File: config.mk
export PLATFORM = sky130hd
export DESIGN_NAME = hdlc_frame_encoder_crc16_flat
export DESIGN_NICKNAME = d
export VERILOG_FILES = /design/src/hfe_pkg.sv /design/src/hfe_in_if.sv /design/src/hfe_out_if.sv /design/src/hfe_crc16.sv /design/src/hdlc_frame_encoder_crc16.sv /design/src/flat_wrapper.sv
export SDC_FILE = /design/constraint.sdc
export NUM_CORES = 1
export LEC_CHECK = 0
export ABC_AREA = 1
export BUFFER_PORTS_ARGS = -buffer_cell sky130_fd_sc_hd__buf_2
export CAP_MARGIN = 10
export CORE_AREA = 10 10 72 98
export DETAILED_ROUTE_END_ITERATION = 8
export DIE_AREA = 0 0 82 108
export GPL_TIMING_DRIVEN = 0
export PLACE_DENSITY = 0.91
export SLEW_MARGIN = 20
export SYNTH_ARGS = -nofsm -noshare
export SYNTH_HDL_FRONTEND = slang
export SYNTH_SLANG_ARGS = --single-unit
File: constraint.sdc
create_clock -name clk -period 2.84 [get_ports clk]
set_clock_uncertainty 0.15 [all_clocks]
set_input_delay 0.142 -clock clk [delete_from_list [all_inputs] [get_ports clk]]
set_output_delay 0.142 -clock clk [all_outputs]
set_load 0.05 [all_outputs]
File: src/hfe_pkg.sv
// Shared constants, types and escape test of the HDLC frame encoder.
`default_nettype none
package hfe_pkg;

    localparam logic [7:0]  FLAG_BYTE  = 8'h7E;
    localparam logic [7:0]  ESC_BYTE   = 8'h7D;
    // 0x7D -> 0x5D and 0x7E -> 0x5E: flip bit 5
    localparam logic [7:0]  ESC_XOR    = 8'h20;
    localparam logic [15:0] CRC_POLY   = 16'h1021;
    localparam int          BYTE_BITS  = 8;

    typedef logic [7:0]  byte_t;
    typedef logic [15:0] crc_t;

    function automatic logic needs_escape(input byte_t b);
        needs_escape = (b == ESC_BYTE) || (b == FLAG_BYTE);
    endfunction

endpackage
`default_nettype wire

File: src/hfe_in_if.sv
// Input channel: payload byte with end-of-frame mark.
`default_nettype none
interface hfe_in_if;
    import hfe_pkg::*;

    logic  valid;
    logic  ready;
    byte_t data_byte;
    logic  last_in;

    modport source (output valid, output data_byte, output last_in, input ready);
    modport sink   (input valid, input data_byte, input last_in, output ready);
endinterface
`default_nettype wire

File: src/hfe_out_if.sv
// Output channel: framed line byte with closing-flag mark.
`default_nettype none
interface hfe_out_if;
    import hfe_pkg::*;

    logic  valid;
    logic  ready;
    byte_t out_byte;
    logic  last_out;

    modport source (output valid, output out_byte, output last_out, input ready);
    modport sink   (input valid, input out_byte, input last_out, output ready);
endinterface
`default_nettype wire

File: src/hfe_crc16.sv
// CRC-16 (poly 0x1021, MSB first) update over one byte.
`default_nettype none
module hfe_crc16
    import hfe_pkg::*;
(
    input  wire crc_t  crc_in,
    input  wire byte_t data,
    output crc_t       crc_out
);

    always_comb
    begin
        crc_t c;
        c = crc_in ^ {data, 8'h00};
        for (int k = 0; k < BYTE_BITS; k++)
        begin
            if (c[15])
            begin
                c = {c[14:0], 1'b0} ^ CRC_POLY;
            end
            else
            begin
                c = {c[14:0], 1'b0};
            end
        end
        crc_out = c;
    end

endmodule
`default_nettype wire

File: src/hdlc_frame_encoder_crc16.sv
// Top level: HDLC byte framer with escaping and CRC-16 trailer.
//
//  channel | dir | payload               | note
//  din     | in  | data_byte, last_in    | one payload byte per transfer
//  dout    | out | out_byte, last_out    | one line byte per transfer
//
// An accepted byte sits in an item register and goes out one line byte per
// cycle, unless dout stalls, through a registered output stage: one line
// byte for a plain byte, two for an escaped one, plus an opening flag on
// a frame's first byte and 3 to 5 trailer bytes on its last. The next byte
// is taken in the cycle the item's final line byte moves to the output
// register. A dout stall holds both registers. Reset closes open frames.
`default_nettype none
module hdlc_frame_encoder_crc16
    import hfe_pkg::*;
(
    input  wire       clk,
    input  wire       rst_n,
    hfe_in_if.sink    din,
    hfe_out_if.source dout
);

    typedef enum logic [2:0] {
        ST_FLAG,
        ST_DATA,
        ST_DATA_ESC,
        ST_CRCH,
        ST_CRCH_ESC,
        ST_CRCL,
        ST_CRCL_ESC,
        ST_CLOSE
    } step_t;

    // frame state
    crc_t  acc_reg;
    logic  open_reg;

    // item register
    logic  item_valid_reg;
    step_t step_reg;
    byte_t byte_reg;
    logic  last_reg;
    crc_t  crc_reg;

    // output register
    logic  out_valid_reg;
    byte_t out_byte_reg;
    logic  out_last_reg;

    crc_t  crc_seed;
    crc_t  crc_new;
    logic  emit;
    logic  accept;
    logic  done;
    step_t step_next;
    byte_t emit_byte;
    logic  emit_last;

    assign crc_seed = open_reg ? acc_reg : '0;

    hfe_crc16 u_crc (
        .crc_in  (crc_seed),
        .data    (din.data_byte),
        .crc_out (crc_new)
    );

    assign emit   = item_valid_reg && (!out_valid_reg || dout.ready);
    assign accept = din.valid && din.ready;
    assign din.ready = !item_valid_reg || (emit && done);

    always_comb
    begin
        step_next = step_reg;
        done      = 1'b0;
        emit_byte = FLAG_BYTE;
        emit_last = 1'b0;
        unique case (step_reg)
            ST_FLAG:
            begin
                emit_byte = FLAG_BYTE;
                step_next = ST_DATA;
            end
            ST_DATA:
            begin
                if (needs_escape(byte_reg))
                begin
                    emit_byte = ESC_BYTE;
                    step_next = ST_DATA_ESC;
                end
                else
                begin
                    emit_byte = byte_reg;
                    step_next = ST_CRCH;
                    done      = !last_reg;
                end
            end
            ST_DATA_ESC:
            begin
                emit_byte = byte_reg ^ ESC_XOR;
                step_next = ST_CRCH;
                done      = !last_reg;
            end
            ST_CRCH:
            begin
                if (needs_escape(crc_reg[15:8]))
                begin
                    emit_byte = ESC_BYTE;
                    step_next = ST_CRCH_ESC;
                end
                else
                begin
                    emit_byte = crc_reg[15:8];
                    step_next = ST_CRCL;
                end
            end
            ST_CRCH_ESC:
            begin
                emit_byte = crc_reg[15:8] ^ ESC_XOR;
                step_next = ST_CRCL;
            end
            ST_CRCL:
            begin
                if (needs_escape(crc_reg[7:0]))
                begin
                    emit_byte = ESC_BYTE;
                    step_next = ST_CRCL_ESC;
                end
                else
                begin
                    emit_byte = crc_reg[7:0];
                    step_next = ST_CLOSE;
                end
            end
            ST_CRCL_ESC:
            begin
                emit_byte = crc_reg[7:0] ^ ESC_XOR;
                step_next = ST_CLOSE;
            end
            ST_CLOSE:
            begin
                emit_byte = FLAG_BYTE;
                emit_last = 1'b1;
                done      = 1'b1;
            end
            default:
            begin
                done = 1'b1;
            end
        endcase
    end

    // state, item register and output register
    always_ff @(posedge clk or negedge rst_n)
    begin
        if (!rst_n)
        begin
            acc_reg        <= '0;
            open_reg       <= 1'b0;
            item_valid_reg <= 1'b0;
            step_reg       <= ST_FLAG;
            byte_reg       <= '0;
            last_reg       <= 1'b0;
            crc_reg        <= '0;
            out_valid_reg  <= 1'b0;
            out_byte_reg   <= '0;
            out_last_reg   <= 1'b0;
        end
        else
        begin
            if (accept)
            begin
                item_valid_reg <= 1'b1;
                step_reg       <= open_reg ? ST_DATA : ST_FLAG;
                acc_reg        <= din.last_in ? '0 : crc_new;
                open_reg       <= !din.last_in;
                byte_reg       <= din.data_byte;
                last_reg       <= din.last_in;
                crc_reg        <= crc_new;
            end
            else if (emit)
            begin
                if (done)
                begin
                    item_valid_reg <= 1'b0;
                end
                step_reg <= step_next;
            end

            if (emit)
            begin
                out_valid_reg <= 1'b1;
                out_byte_reg  <= emit_byte;
                out_last_reg  <= emit_last;
            end
            else if (dout.ready)
            begin
                out_valid_reg <= 1'b0;
            end
        end
    end

    assign dout.valid    = out_valid_reg;
    assign dout.out_byte = out_byte_reg;
    assign dout.last_out = out_last_reg;

endmodule
`default_nettype wire

File: src/flat_wrapper.sv
// flat-port wrapper written by rule: the top's interface ports become plain ports
module hdlc_frame_encoder_crc16_flat import hfe_pkg::*;
  (clk, rst_n, din_valid, din_data_byte, din_last_in, din_ready, dout_valid, dout_out_byte, dout_last_out, dout_ready);
  hfe_in_if din_i ();
  hfe_out_if dout_i ();
  input  wire clk;
  input  wire rst_n;
  input wire logic [$bits(din_i.valid)-1:0] din_valid;
  input wire logic [$bits(din_i.data_byte)-1:0] din_data_byte;
  input wire logic [$bits(din_i.last_in)-1:0] din_last_in;
  output wire logic [$bits(din_i.ready)-1:0] din_ready;
  output wire logic [$bits(dout_i.valid)-1:0] dout_valid;
  output wire logic [$bits(dout_i.out_byte)-1:0] dout_out_byte;
  output wire logic [$bits(dout_i.last_out)-1:0] dout_last_out;
  input wire logic [$bits(dout_i.ready)-1:0] dout_ready;
  assign din_i.valid = din_valid;
  assign din_i.data_byte = din_data_byte;
  assign din_i.last_in = din_last_in;
  assign din_ready = din_i.ready;
  assign dout_valid = dout_i.valid;
  assign dout_out_byte = dout_i.out_byte;
  assign dout_last_out = dout_i.last_out;
  assign dout_i.ready = dout_ready;
  hdlc_frame_encoder_crc16 u_core (.clk(clk), .rst_n(rst_n), .din(din_i), .dout(dout_i));
endmodule
==> metrics.txt <==
htree depth=2; Die ar.=8860 um^2; antenna cells=0; Final setup viols=0; synth top area cells=dfrtp_1, nand2_1, nand3_1, inv_1, nor2_1; Yosys top cell by area=dfrtp_1; Max Clock Freq=slightly above 400 MHz; Boundary Pins=24; critical path endpoint category=primary output; Reg clk slew, reported paths=between 0.1 and 0.15 ns; CP Data Required Time=2.55 ns; commonest cells in the netlist=nand2_1, dfrtp_1, nand3_1, inv_1, nor2_1; delay-heaviest family, CP=simple AND/OR/NAND/NOR gates; syn nets=~510; most common cell in the netlist=nand2_1; PD cells=1140 nW/um^2; RePlAce Congestion=between 0.9 and 1; row count=32; post-synthesis mux area share=0%; RSZ-0062 raised after global routing=false; share of the synthesized area in the top cell type=between 40% and 50%; antenna violations before repair=0; count of input and output buffers=21; WP data arrival=roughly 2.1 ns; CP bufs+invs=2; worst-path cell chain=nor3_4 -> a21boi_1 -> nand2_1 -> nand2_1 -> nand2_4 -> buf_4 -> buf_2; post-route ant nets=0; clk sinks=56; final hold viol count=0; Initial Util=between 60% and 70%; via count=3331; Util after Layout=about 70%; Seq/Total Area, Yosys=between 40% and 50%; worst reg2reg path depth=9; first-pass GRT wire length=between 10000 and 15000 um; Tightest Hold Check Type=in -> reg; WL final=slightly below 9000 um; simple-gate portion of the synthesized area=around 43%; total global routing track utilization=between 20% and 30%; Yosys cell types=31; CP max FO=10; crit-path max cell delay=between 0.5 and 0.6 ns; post-synthesis xor/xnor area fraction=1.05%; Finished Cell Area=3730 um^2; Area growth, synth to finish=11.5%; predominant post-synthesis flop cell=dfrtp_1; most frequent CP cell=nand2_1; Worst Hold Depth=3; Final HPWL DP=6580 um; worst slack, placed=approximately 0.8 ns; vias in the first global route=~3200; Root Buffer=clkbuf_8; slowest cell on the critical path=dfrtp_1; CP startpoint kind=flip-flop; Setup CP Type=reg -> out; Vias/cell=~5.5; number of enable flip-flop cells after synthesis=0; hold slack=between 0.09 and 0.1 ns; Num CTS Buffers=5; Slew @ Worst Pin=approximately 0.70 ns; largest family of logic cells by synthesized area=simple AND/OR/NAND/NOR gates; synth warn=0; CTS tree=built; placed cell area=approximately 3500 um^2; mapped cell area=~3300 um^2; iteration-0 DRC count of the detailed router=~230; drt wl/cell=14.5 um; fillcell total=approximately 470; Max-slew headroom=a little over half; Critical Path Stages=7; final worst path period share=84.9%; Remaining DRCs=0; # Post-CTS Setup Buffers=0; asr flop ratio synth=100%; layout cells sized above 1=~8.9%; clk buf depth=2; largest net degree at the start of global routing=57; GRT overflow=0; Mapped Cells=about 500; Synth Area in Compound Gates=under 10%; max_cap viols=0; final layout net count=550; Core ar.=5370 um^2; max-slew violations=0; syn_area_per_cell=about 6.7 um^2; DR pass1 iterations=5; Clock Latency Late Sink=0.32 ns; internal reg-to-reg setup slack=0.81 ns; peak supply drop=433 uV; setup ws final=roughly 0.43 ns; run status=finished, final reports clean; Static Leak=around 2.2 nW; setup_tns=0 ns; Synth Area in Adders=0%; Die X-Extent=between 80 and 90 um; min cycle time layout=around 2.4 ns; Seq cells post-synth=56; Die Y=around 110 um
report_power, final:
group,internal [mW],leakage (nW),switching [mW],total (mW)
Clock,0.178,0.0485,0.280,0.457
Combinational,0.737,1.41,1.57,2.30
Sequential,1.17,0.693,0.333,1.51
tightest hold or removal path, cell delays in order:
cell and delay, ns:
clkbuf_1 0.19, nand3b_1 0.15, nand2_1 0.05
layer usage:
| metal | wire [um] | vias to the layer above | track usage [%] | part of all wire [%] |
|---|---|---|---|---|
| li1 | - | 1623 | - | - |
| met1 | 3160 | 1509 | 21.3 | 36 |
| met2 | 4470 | 141 | 35.1 | 51 |
| met3 | 439 | 58 | 2.74 | 5.0 |
| met4 | 691 | 0 | 16.0 | 7.9 |
| met5 | 0 | - | 0 | 0 |
area by class of cell:
class	count	area (um^2)	area share, %
tap	68	85.1	2.28
multi-input combinational	371	1630	43.6
timing repair buffer	31	208	5.57
clock buffer	5	68.8	1.84
clock inverter	3	22.5	0.604
sequential	56	1400	37.6
inverter	53	199	5.33
buffer	19	120	3.22
cells in the final DEF, fill, tap and decap left out, types with 2 or more instances in the layout:
cell type and count:
inv_1 51, a31oi_1 2, xnor2_1 3, nand2_1 229
clkbuf_8 5, a21oi_1 11, nand4_1 2, nand3_1 56
dlygate4sd3_1 10, o211ai_1 4, nor2_1 35, dfrtp_1 56
clkbuf_1 7, buf_2 23, nand2_4 2, buf_4 5
buf_6 4, nand3b_1 12, o21ai_0 4
repair_timing:
action | CTS | global route
setup endpoints to repair | 0 | 0
hold buffers | 10 | 0
hold endpoints to repair | 65 | 0
resized for setup | 0 | 0
logic make-up after synthesis:
group	Yosys count
xor gates and xnor gates	4
AOI/OAI and AO/OA	27
and+or+nand+nor	340
buffers and inverters	72
DFF	56
stage by stage:
step | total power [mW] | cells
2_1_floorplan | 3.18 | 499
3_3_place_gp | 3.70 | 588
3_5_place_dp | 3.78 | 588
4_1_cts | 4.24 | 606
5_1_grt | 4.62 | 606
6_report | 4.27 | 606
path summary, 6_finish.rpt:
kind / startpoint / endpoint
max in group asynchronous: rst_n / u_core.crc_reg[3]
setup / recovery: u_core.step_reg[0] / din_ready
setup reg to reg: u_core.step_reg[0] / u_core.acc_reg[6]
hold reg to reg: u_core.acc_reg[7] / u_core.acc_reg[7]
min in group asynchronous: rst_n / u_core.dout.out_byte[0]
hold / removal: din_valid / u_core.crc_reg[7]
Power figures use the tool's default switching activity.
